--- src/sv/prl_pkg.sv ---
// ----------------------------------------------------------------------------
// prl_pkg
// shared constants, codes and types for the positional record list: list
// capacity, mode and status codes, the record and the token that walks the
// cell chain
// ----------------------------------------------------------------------------
package prl_pkg;

    localparam int CAPACITY = 256;
    localparam int CNT_W    = $clog2(CAPACITY + 1);
    localparam int IDX_W    = $clog2(CAPACITY);
    localparam int POS_W    = 9;
    localparam int MODE_W   = 3;
    localparam int STAT_W   = 3;
    localparam int DATA_W   = 32;

    typedef enum logic [MODE_W-1:0] {
        MODE_APPEND = 3'd0,
        MODE_INSERT = 3'd1,
        MODE_DELETE = 3'd2,
        MODE_READ   = 3'd3,
        MODE_FIND   = 3'd4,
        MODE_CLEAR  = 3'd5
    } mode_t;

    typedef enum logic [STAT_W-1:0] {
        ST_OK       = 3'd0,
        ST_BADPOS   = 3'd1,
        ST_FULL     = 3'd2,
        ST_EMPTY    = 3'd3,
        ST_NOTFOUND = 3'd4
    } status_t;

    typedef enum logic [1:0] {
        OP_INS  = 2'd0,
        OP_DEL  = 2'd1,
        OP_READ = 2'd2,
        OP_FIND = 2'd3
    } chain_op_t;

    typedef struct packed {
        logic signed [DATA_W-1:0] id;
        logic signed [DATA_W-1:0] score;
    } rec_t;

    typedef struct packed {
        logic                     vld;
        chain_op_t                op;
        logic                     past;
        logic [IDX_W-1:0]         steps;
        logic [CNT_W-1:0]         live;
        logic [CNT_W-1:0]         idx;
        logic signed [DATA_W-1:0] key;
        rec_t                     carry;
        logic                     found;
        logic [CNT_W-1:0]         fpos;
    } token_t;

endpackage

--- src/sv/prl_cell.sv ---
// ----------------------------------------------------------------------------
// prl_cell
// one list slot: holds a record and passes the operation token on to the next
// slot, shifting up, shifting down, reading or matching as the token goes by
// ----------------------------------------------------------------------------
module prl_cell (
    input  logic            aclk,
    input  logic            aresetn,
    input  prl_pkg::token_t tok_i,
    input  prl_pkg::rec_t   nbr_i,
    output prl_pkg::rec_t   rec_o,
    output prl_pkg::token_t tok_o
);
    import prl_pkg::*;

    rec_t   rec_reg, rec_next;
    token_t tok_reg, tok_next;
    logic   at_tgt;
    logic   act;
    logic   live_nz;

    always_comb begin
        tok_next = tok_i;
        rec_next = rec_reg;
        at_tgt   = !tok_i.past && (tok_i.steps == '0);
        act      = at_tgt || tok_i.past;
        live_nz  = (tok_i.live != '0);
        if (tok_i.vld) begin
            tok_next.past  = act;
            tok_next.steps = tok_i.steps - 1'b1;
            tok_next.live  = tok_i.live - CNT_W'(live_nz);
            tok_next.idx   = tok_i.idx + 1'b1;
            case (tok_i.op)
                OP_INS: begin
                    // swap with the carried record from the target upward
                    if (act) begin
                        rec_next       = tok_i.carry;
                        tok_next.carry = rec_reg;
                    end
                end
                OP_DEL: begin
                    // neighbor above is untouched yet, pull it down
                    if (act) begin
                        rec_next = nbr_i;
                    end
                end
                OP_READ: begin
                    if (at_tgt) begin
                        tok_next.carry = rec_reg;
                    end
                end
                OP_FIND: begin
                    if (!tok_i.found && live_nz && (rec_reg.id == tok_i.key)) begin
                        tok_next.found = 1'b1;
                        tok_next.fpos  = tok_i.idx + 1'b1;
                        tok_next.carry = rec_reg;
                    end
                end
                default: begin
                end
            endcase
        end
    end

    always_ff @(posedge aclk) begin
        if (!aresetn) begin
            tok_reg <= '0;
        end else begin
            tok_reg <= tok_next;
        end
    end

    always_ff @(posedge aclk) begin
        rec_reg <= rec_next;
    end

    assign rec_o = rec_reg;
    assign tok_o = tok_reg;

endmodule

--- config.mk ---
export PLATFORM = sky130hd
export DESIGN_NAME = prl_cell
export DESIGN_NICKNAME = d
export VERILOG_FILES = /design/src/sv/prl_pkg.sv /design/src/sv/prl_cell.sv
export SDC_FILE = /design/constraint.sdc
export NUM_CORES = 1
export LEC_CHECK = 0
export BUFFER_PORTS_ARGS = -buffer_cell sky130_fd_sc_hd__buf_2
export CORE_AREA = 5 5 152 154
export CTS_CLUSTER_DIAMETER = 120
export DETAILED_ROUTE_END_ITERATION = 16
export DIE_AREA = 0 0 157 159
export GPL_TIMING_DRIVEN = 0
export PLACE_DENSITY = 0.69
export SYNTH_ARGS = -nofsm -noshare
export SYNTH_HDL_FRONTEND = slang
export SYNTH_SLANG_ARGS = --single-unit
--- constraint.sdc ---
create_clock -name aclk -period 6 [get_ports aclk]
set_input_delay 0.3 -clock aclk [delete_from_list [all_inputs] [get_ports aclk]]
set_output_delay 0.3 -clock aclk [all_outputs]
set_load 0.01 [all_outputs]
Yosys cells after proc, flatten, opt, wreduce, memory -nomap -nowiden
Cells that the tools add are included.

storage, ports and cells
  memories kept = 0
  bits of input ports = 202
  output and inout port bits = 200
  bits in registers = 200
  memory bits (read-only) = 0
  logic and storage cells = 43
  memory bits (writable) = 0
  latch bits = 0

cells by class
  reduce and logical (&&, ||, !) cells = 11
  add/subtract/negate cells = 3
  bitwise logic cells = 0
  equal/unequal tests = 6
  $mul = 0
  multiplexer cells = 10
  shift operators = 0
  $lt $le $gt $ge = 0
  div/mod/pow operators = 0

operator list
  cell                                                                count
  64-bit two-way mux                                                  4
  64-bit case mux with 3 select lines                                 1
  74-bit two-way mux                                                  2
  64-bit case mux with 2 select lines                                 1
  32-bit == test                                                      1
  27-bit two-way mux                                                  1
  10-bit two-way mux                                                  1
  9-bit by 1-bit adder with 9-bit output, second input constant       1
  9-bit nonzero test                                                  1
  9-bit by 1-bit subtractor with 9-bit output                         1
  8-bit zero test                                                     1
  8-bit by 1-bit subtractor with 8-bit output, second input constant  1
  2-bit == test, second input constant                                2
  2-bit inequality test, second input constant                        2
  4-bit AND reduction                                                 1
  1-bit logical AND                                                   3
  2-bit by 1-bit == test with 1-bit output, second input constant     1
  1-bit zero test                                                     2
  2-bit zero test                                                     1
  2-bit nonzero test                                                  1
  1-bit logical OR                                                    1

Depth between registers and ports, before layout
Gate-level depths: netlist of the first run.

  depth in word-level cells = 6
  depth in mapped cells = 9
  mapped depth without buffers = 9

Worst setup path before layout of the first run
Ideal clock, no wire load.

  kind = input to register
  from = in tok_i[127] in the netlist's numbering
  to = reg rec_reg (netlist bit rec_o[0]), enable pin
  buffers on the path = 0
  setup slack = 141 ps
  library setup time = 565 ps
  arrival = 5,294 ps
  cell stages on the path = 4
  data required time = 5,435 ps
  cells stage by stage = nor4_1 -> and3_1 -> nor2_1 -> nor3_1

between the ends
  longest elaborated chain between the ends = 5
  elaborated cells between the ends (all ways) = 6
  classes of those cells = eq/ne: 2; reduce/logical: 4

RTL lines
  item                             RTL line        source
  from (decl)                      prl_cell.sv:9   input prl_pkg::token_t tok_i,
  8-bit zero test *                prl_cell.sv:25  at_tgt = !tok_i.past && (tok_i.steps == '0);
  1-bit logical AND *              prl_cell.sv:25
  1-bit logical OR *               prl_cell.sv:26  act = at_tgt || tok_i.past;
  2-bit inequality test (no line)  n/a
  4-bit AND reduction (no line) *  n/a
  to (signal assigned)             prl_cell.sv:74  rec_reg <= rec_next;
  to (decl)                        prl_cell.sv:16  rec_t rec_reg, rec_next;

Every way passes the cells marked *; elsewhere a longest branch is shown, timed or not.
A chain may end at the register's enable or synchronous reset.

Final worst setup path of the first run
  from = reg rec_reg (netlist bit rec_o[50])
  to = reg tok_reg (netlist bit tok_o[46])

between the ends
  longest elaborated chain between the ends = 5

RTL lines
  item                                 RTL line        source
  32-bit == test                       prl_cell.sv:53  if (!tok_i.found && live_nz && (rec_reg.id == tok_i.key)) begin
  1-bit logical AND                    prl_cell.sv:53
  74-bit two-way mux                   prl_cell.sv:53
  64-bit case mux with 3 select lines  prl_cell.sv:33  case (tok_i.op)
  74-bit two-way mux                   prl_cell.sv:28  if (tok_i.vld) begin
  to (signal assigned)                 prl_cell.sv:69  tok_reg <= tok_next;
  to (decl)                            prl_cell.sv:17  token_t tok_reg, tok_next;

Every way passes these cells.

==> flow_summary.json, run 1 <==
{
  "io_buffers": 400,
  "cts_root_buf": "clkbuf_16",
  "syn_to_final_growth_pct": 39.4,
  "clk_pin_slew_worst_paths_ns": 0.09,
  "power_density_nw_per_um2": 287,
  "hp-class": "in -> reg",
  "syn-cell-area_sq_um": 7710,
  "cp_max_fo": 10,
  "hold_buffers": 0,
  "route.detailed.drc": 0,
  "antenna_found_initial": 2,
  "n_antenna_cell": 0,
  "dp_cells": 1269,
  "vias_per_cell": 4.71,
  "worstSetupPathType": "reg -> reg",
  "syn_inst": 582,
  "max_cap_viol_count": 0,
  "ys_seq_area_frac": 0.602,
  "tns_ns": 0,
  "mostFrequentLayoutCells": "407 x buf_2, 136 x dfxtp_1, 64 x mux2_2, 64 x edfxtp_1, 60 x a22o_1",
  "critPathCaptureType": "flop",
  "synth-seq-cells": 200,
  "period_needed_ns": 3.07,
  "initial_utilization": 0.358,
  "final_cells": 1301,
  "ant_nets": 0,
  "grt_usage": 0.201,
  "postCtsSetupBuffers": 0,
  "detail_route.first_pass.iterations": 4,
  "finalPower_mw": 3.08,
  "wl_um": 25900,
  "clock_latency_ns": 0.43,
  "ir_drop_mv": 0.161,
  "crit_required_ns": 6.31,
  "synth_top_cell_by_area": "dfxtp_1",
  "slew_headroom": 0.465,
  "synth_fp_nets": 788,
  "startpoint_type": "flop",
  "critPathSlowestCell": "nor4_4",
  "ios": 402,
  "path_cells": "xor2_1 -> nor4_1 -> nand2_1 -> nor4_4 -> nor2_4 -> buf_2 -> a22o_1",
  "cts_tree": "built",
  "numCtsBuffers": 17,
  "num_rows": 54,
  "htreeDepth": 4,
  "grt_overflow": 0,
  "cts.path.max_buffers": 2,
  "avgRoutedWirePerCell_um": 19.9,
  "drive_gt1_frac": 0.519,
  "grt_pass1_wl_um": 37900,
  "grt_pass1_vias": 6431,
  "dieArea_sq_um": 25000,
  "ys_warn_count": 0,
  "p_leak_nw": 5.09,
  "die_w_um": 157,
  "critPathArrivalTime_ns": 3.38,
  "final-max-slew-violation-count": 0,
  "hold_viol_final": 0,
  "place_ws_ns": 2.98,
  "post-route-worst-setup-slack_ns": 2.93,
  "period_share": 0.512,
  "post-route-util": 0.499,
  "grt_setup_unrepaired": "false",
  "max_stage_delay_ns": 0.70,
  "routabilityCongestion": 0.829,
  "synth_top_area_share": 0.353,
  "synth_cell_type_count": 39,
  "setup_viol": 0,
  "grt_max_degree": 21,
  "outcome": "completed",
  "fmax_mhz": 326,
  "avgSynthCellArea_sq_um": 13.3,
  "cts_resized": 0,
  "tightest_slew_ns": 0.802,
  "coreArea_sq_um": 21600,
  "clock_sinks": 200,
  "drt_iter0_markers": 224,
  "synthTopCellsByArea": "dfxtp_1 35%, edfxtp_1 25%, mux2_2 9.3%",
  "dp.final_hpwl_um": 20700,
  "vias": 6130,
  "nNetsFinal": 1214,
  "dieHeight_um": 159,
  "skew_ns": 0.0177,
  "final_common_cell": "buf_2"
}
-- layout make-up --
type / count / area, sq um
plain buffers: 32 / 213
repair buffers: 407 / 2080
clock buffers: 18 / 429
flip-flops and latches: 200 / 4640
multi-input cells: 342 / 2830
clock inverters: 14 / 176
inverters: 8 / 30.0
well taps: 280 / 350
fillers: 1990 / 10800
-- sequential cells by signal, indices dropped and copies added (netlist names) --
register,cells
tok_o,136
rec_o,64
-- where the power goes --
group / internal (mW) / total [mW] / switching [mW]
Sequential: 1.48 / 1.51 / 0.0320
Combinational: 0.191 / 0.393 / 0.202
Clock: 0.604 / 1.18 / 0.577
-- per-layer routing --
layer	up-vias	wire length, um	GRT usage
met2	239	13000	0.343
met5	-	27	0
met1	2913	10400	0.248
met3	29	2030	0.0603
li1	2945	-	-
met4	4	445	0.0533
-- critical path, delay by kind of cell, from the launching register on --
kind | cells | cell delay [ns]
flops | 1 | 0.48
buf+inv | 1 | 0.27
compound gates | 1 | 0.22
xor+xnor | 1 | 0.18
simple gates | 4 | 1.82
-- kinds of logic (layout without fill, tap and decap cells) --
family	Yosys count	count (layout)	share of synthesized area
flip-flops	200	200	0.602
AND/OR/NAND/NOR	130	130	0.100
AO/OA/AOI/OAI	79	79	0.0916
multiplexers	68	68	0.0986
XOR/XNOR	61	61	0.0693
buffers and inverters	40	479	0.0315
adder cells (fa/ha/maj)	4	4	0.00649
-- cell usage after synthesis (all sizes together) --
| cell type | count |
|---|---|
| o21a | 1 |
| a41oi | 1 |
| a22o | 64 |
| a2bb2o | 1 |
| or3 | 2 |
| inv | 8 |
| or2 | 1 |
| nor4 | 11 |
| nand4 | 5 |
| xor2 | 42 |
| edfxtp | 64 |
| xnor2 | 19 |
| o211a | 9 |
| a21oi | 1 |
| or4b | 1 |
| nand3 | 4 |
| ha | 4 |
| buf | 15 |
| mux2i | 4 |
| nand2 | 22 |
| dfxtp | 136 |
| and3 | 5 |
| and2 | 58 |
| o21ai | 2 |
| nor3 | 10 |
| mux2 | 64 |
| nor2 | 6 |
| clkbuf | 17 |
| nor2b | 5 |
-- final timing paths --
check	startpoint	endpoint	slack, ns	depth (start not counted)
worst max-delay path	rec_o[50]	tok_o[46]	2.93	7
worst min-delay path	tok_i[32]	tok_o[32]	0.08	2
worst max register to register	rec_o[50]	tok_o[46]	2.93	7
worst min register to register	rec_o[3]	tok_o[13]	0.49	1
-- stage by stage --
step                      hold slack, ns  instance area (sq um)
after CTS                         0.0593                  10800
after detailed placement           0.476                  10100
final                             0.0844                  10800
after global placement             0.468                  10100
after global routing              0.0674                  10800
after floorplan                    0.422                   7710
Power figures use the tool's default switching activity.
==> inputs of run 2 (changes only) <==
clock period = 2.5 ns   (was 6 ns; I/O delays follow)
==> flow_summary.json, run 2 (same netlist as run 1, synthesis figures left out) <==
{
  "outcome": "completed",
  "clk_pin_slew_worst_paths_ns": 0.07,
  "p_sw_mw": 2.01,
  "dieHeight_um": 159,
  "largest_register_ffs": 136,
  "die_w_um": 157,
  "tns_ns": 0,
  "routabilityCongestion": 0.806,
  "io_buffers": 400,
  "r2r_slack_ns": 0.14,
  "dieArea_sq_um": 25000,
  "period_share": 0.951,
  "avgRoutedWirePerCell_um": 19.7,
  "setup_viol": 0,
  "power_density_nw_per_um2": 604,
  "antenna_found_initial": 2,
  "p_sw_frac": 0.266,
  "clock_latency_ns": 0.42,
  "max_cap_viol_count": 0,
  "num_rows": 54,
  "p_int_mw": 5.53,
  "r2r_end": "tok_o[68]",
  "hold_viol_final": 0,
  "wl_um": 28700,
  "nNetsFinal": 1375,
  "pwr-share-clk": 0.361,
  "skew_ns": 0.0156,
  "htreeDepth": 4,
  "coreArea_sq_um": 21600,
  "critPathArrivalTime_ns": 2.67,
  "final-max-slew-violation-count": 0,
  "r2r_cells": 7,
  "grt_pass1_vias": 7441,
  "p_leak_nw": 5.78,
  "slew_headroom": 0.389,
  "final_common_cell": "buf_2",
  "hold_depth": 2,
  "placed_area_sq_um": 10200,
  "fmax_mhz": 421,
  "crit_required_ns": 2.79,
  "p_seq_frac": 0.480,
  "cts_root_buf": "clkbuf_16",
  "cts_tree": "built",
  "drt_iter0_markers": 295,
  "hp-class": "in -> reg",
  "hold_path_end": "rec_o[56]",
  "grt_overflow": 0,
  "ios": 402,
  "worstSetupPathType": "in -> reg",
  "grt_max_degree": 22,
  "drive_gt1_frac": 0.459,
  "startpoint_type": "input port",
  "vias": 6902,
  "ir_drop_mv": 0.439,
  "mostFrequentLayoutCells": "403 x buf_2, 159 x dlygate4sd3_1, 136 x dfxtp_1, 64 x mux2_2, 64 x edfxtp_1",
  "tightest_slew_ns": 0.917,
  "cp_max_fo": 10,
  "ant_nets": 0,
  "dp_cells": 1266,
  "worstHoldStart": "nbr_i[56]",
  "clock_sinks": 200,
  "period_needed_ns": 2.38,
  "timing.hold.ws_ns": 0.0231,
  "syn_to_final_growth_pct": 61.7,
  "grt_pass1_wl_um": 42800,
  "detail_route.first_pass.iterations": 4,
  "final_cells": 1463,
  "critPathCaptureType": "flop",
  "numCtsBuffers": 17,
  "comb_power_share": 0.159,
  "initial_utilization": 0.358,
  "vias_per_cell": 4.72,
  "dp.final_hpwl_um": 20600,
  "worstReg2RegStart": "rec_o[37]",
  "final_cell_area_sq_um": 12500,
  "grt_setup_unrepaired": "false",
  "grt_usage": 0.223,
  "finalPower_mw": 7.54,
  "route.detailed.drc": 0,
  "cts.path.max_buffers": 2
}
run 2: cell count changes in the layout (fill, tap and decap cells not counted), moves of 4 or more:
cell | previous run | this run
buf_2 | 407 | 403
dlygate4sd3_1 | 0 | 159
nor4_1 | 10 | 2
nor4_2 | 0 | 6
buf_6 | 7 | 2
buf_4 | 0 | 6
run 2: critical path, stage by stage:
cell and delay, ns:
dlygate4sd3_1 0.53, buf_2 0.14, or3_1 0.32, or4b_4 0.56
nand4_2 0.14, nor3_2 0.06, a2bb2o_4 0.21, buf_12 0.16
buf_8 0.16, a22o_1 0.27
run 2: metrics by stage:
stage / util / worst slack, ns
after global placement: 0.469 / -1.38
after global routing: 0.579 / 0.00423
after detailed placement: 0.473 / -0.535
after floorplan: - / -0.189
after CTS: 0.576 / 0.00497
final: 0.579 / 0.123
run 2: metal layers:
| layer | vias up | global-route usage | wire [um] |
|---|---|---|---|
| met5 | - | 0 | 0 |
| met4 | 0 | 0.0694 | 826 |
| met3 | 54 | 0.0639 | 2260 |
| met2 | 323 | 0.399 | 14800 |
| met1 | 3264 | 0.254 | 10800 |
| li1 | 3261 | - | - |
run 2: cell type report:
cell class,instances,area [sq um]
Antenna cell,1,2.50
Buffer,32,226
Clock buffer,18,429
Clock inverter,14,156
Fill cell,1721,9080
Inverter,8,30.0
Multi-Input combinational cell,342,2910
Sequential cell,200,4640
Tap cell,280,350
Timing Repair Buffer,568,3720
run 2: how the worst max path moves through the flow:
stage | from | endpoint | slack, ns | depth (start not counted)
6_report | tok_i[116] | tok_o[44] | 0.12 | 10
5_1_grt | rec_o[57] | tok_o[7] | 0.004 | 8
4_1_cts | rec_o[37] | tok_o[44] | 0.005 | 7
3_5_place_dp | rec_o[50] | tok_o[44] | -0.53 | 7
3_3_place_gp | tok_i[127] | rec_o[25] | -1.38 | 5
2_1_floorplan | tok_i[127] | rec_o[0] | -0.19 | 4
run 2: power by group through the flow:
stage                     clock (mW)  sequential [mW]  combinational, mW
after floorplan                    0             3.79              0.342
after global placement             0             3.69              0.942
after detailed placement           0             3.70              0.965
after CTS                       2.77             3.62               1.18
after global routing            2.89             3.64               1.28
final                           2.72             3.62               1.20
run 2: repair_timing:
item,CTS,global route
hold buffers,159,0
buffers inserted,1,4
resized for setup,6,11
gates cloned,0,0
pin swaps,1,5
endpoints found under the hold margin,159,0
setup endpoints to repair,74,37
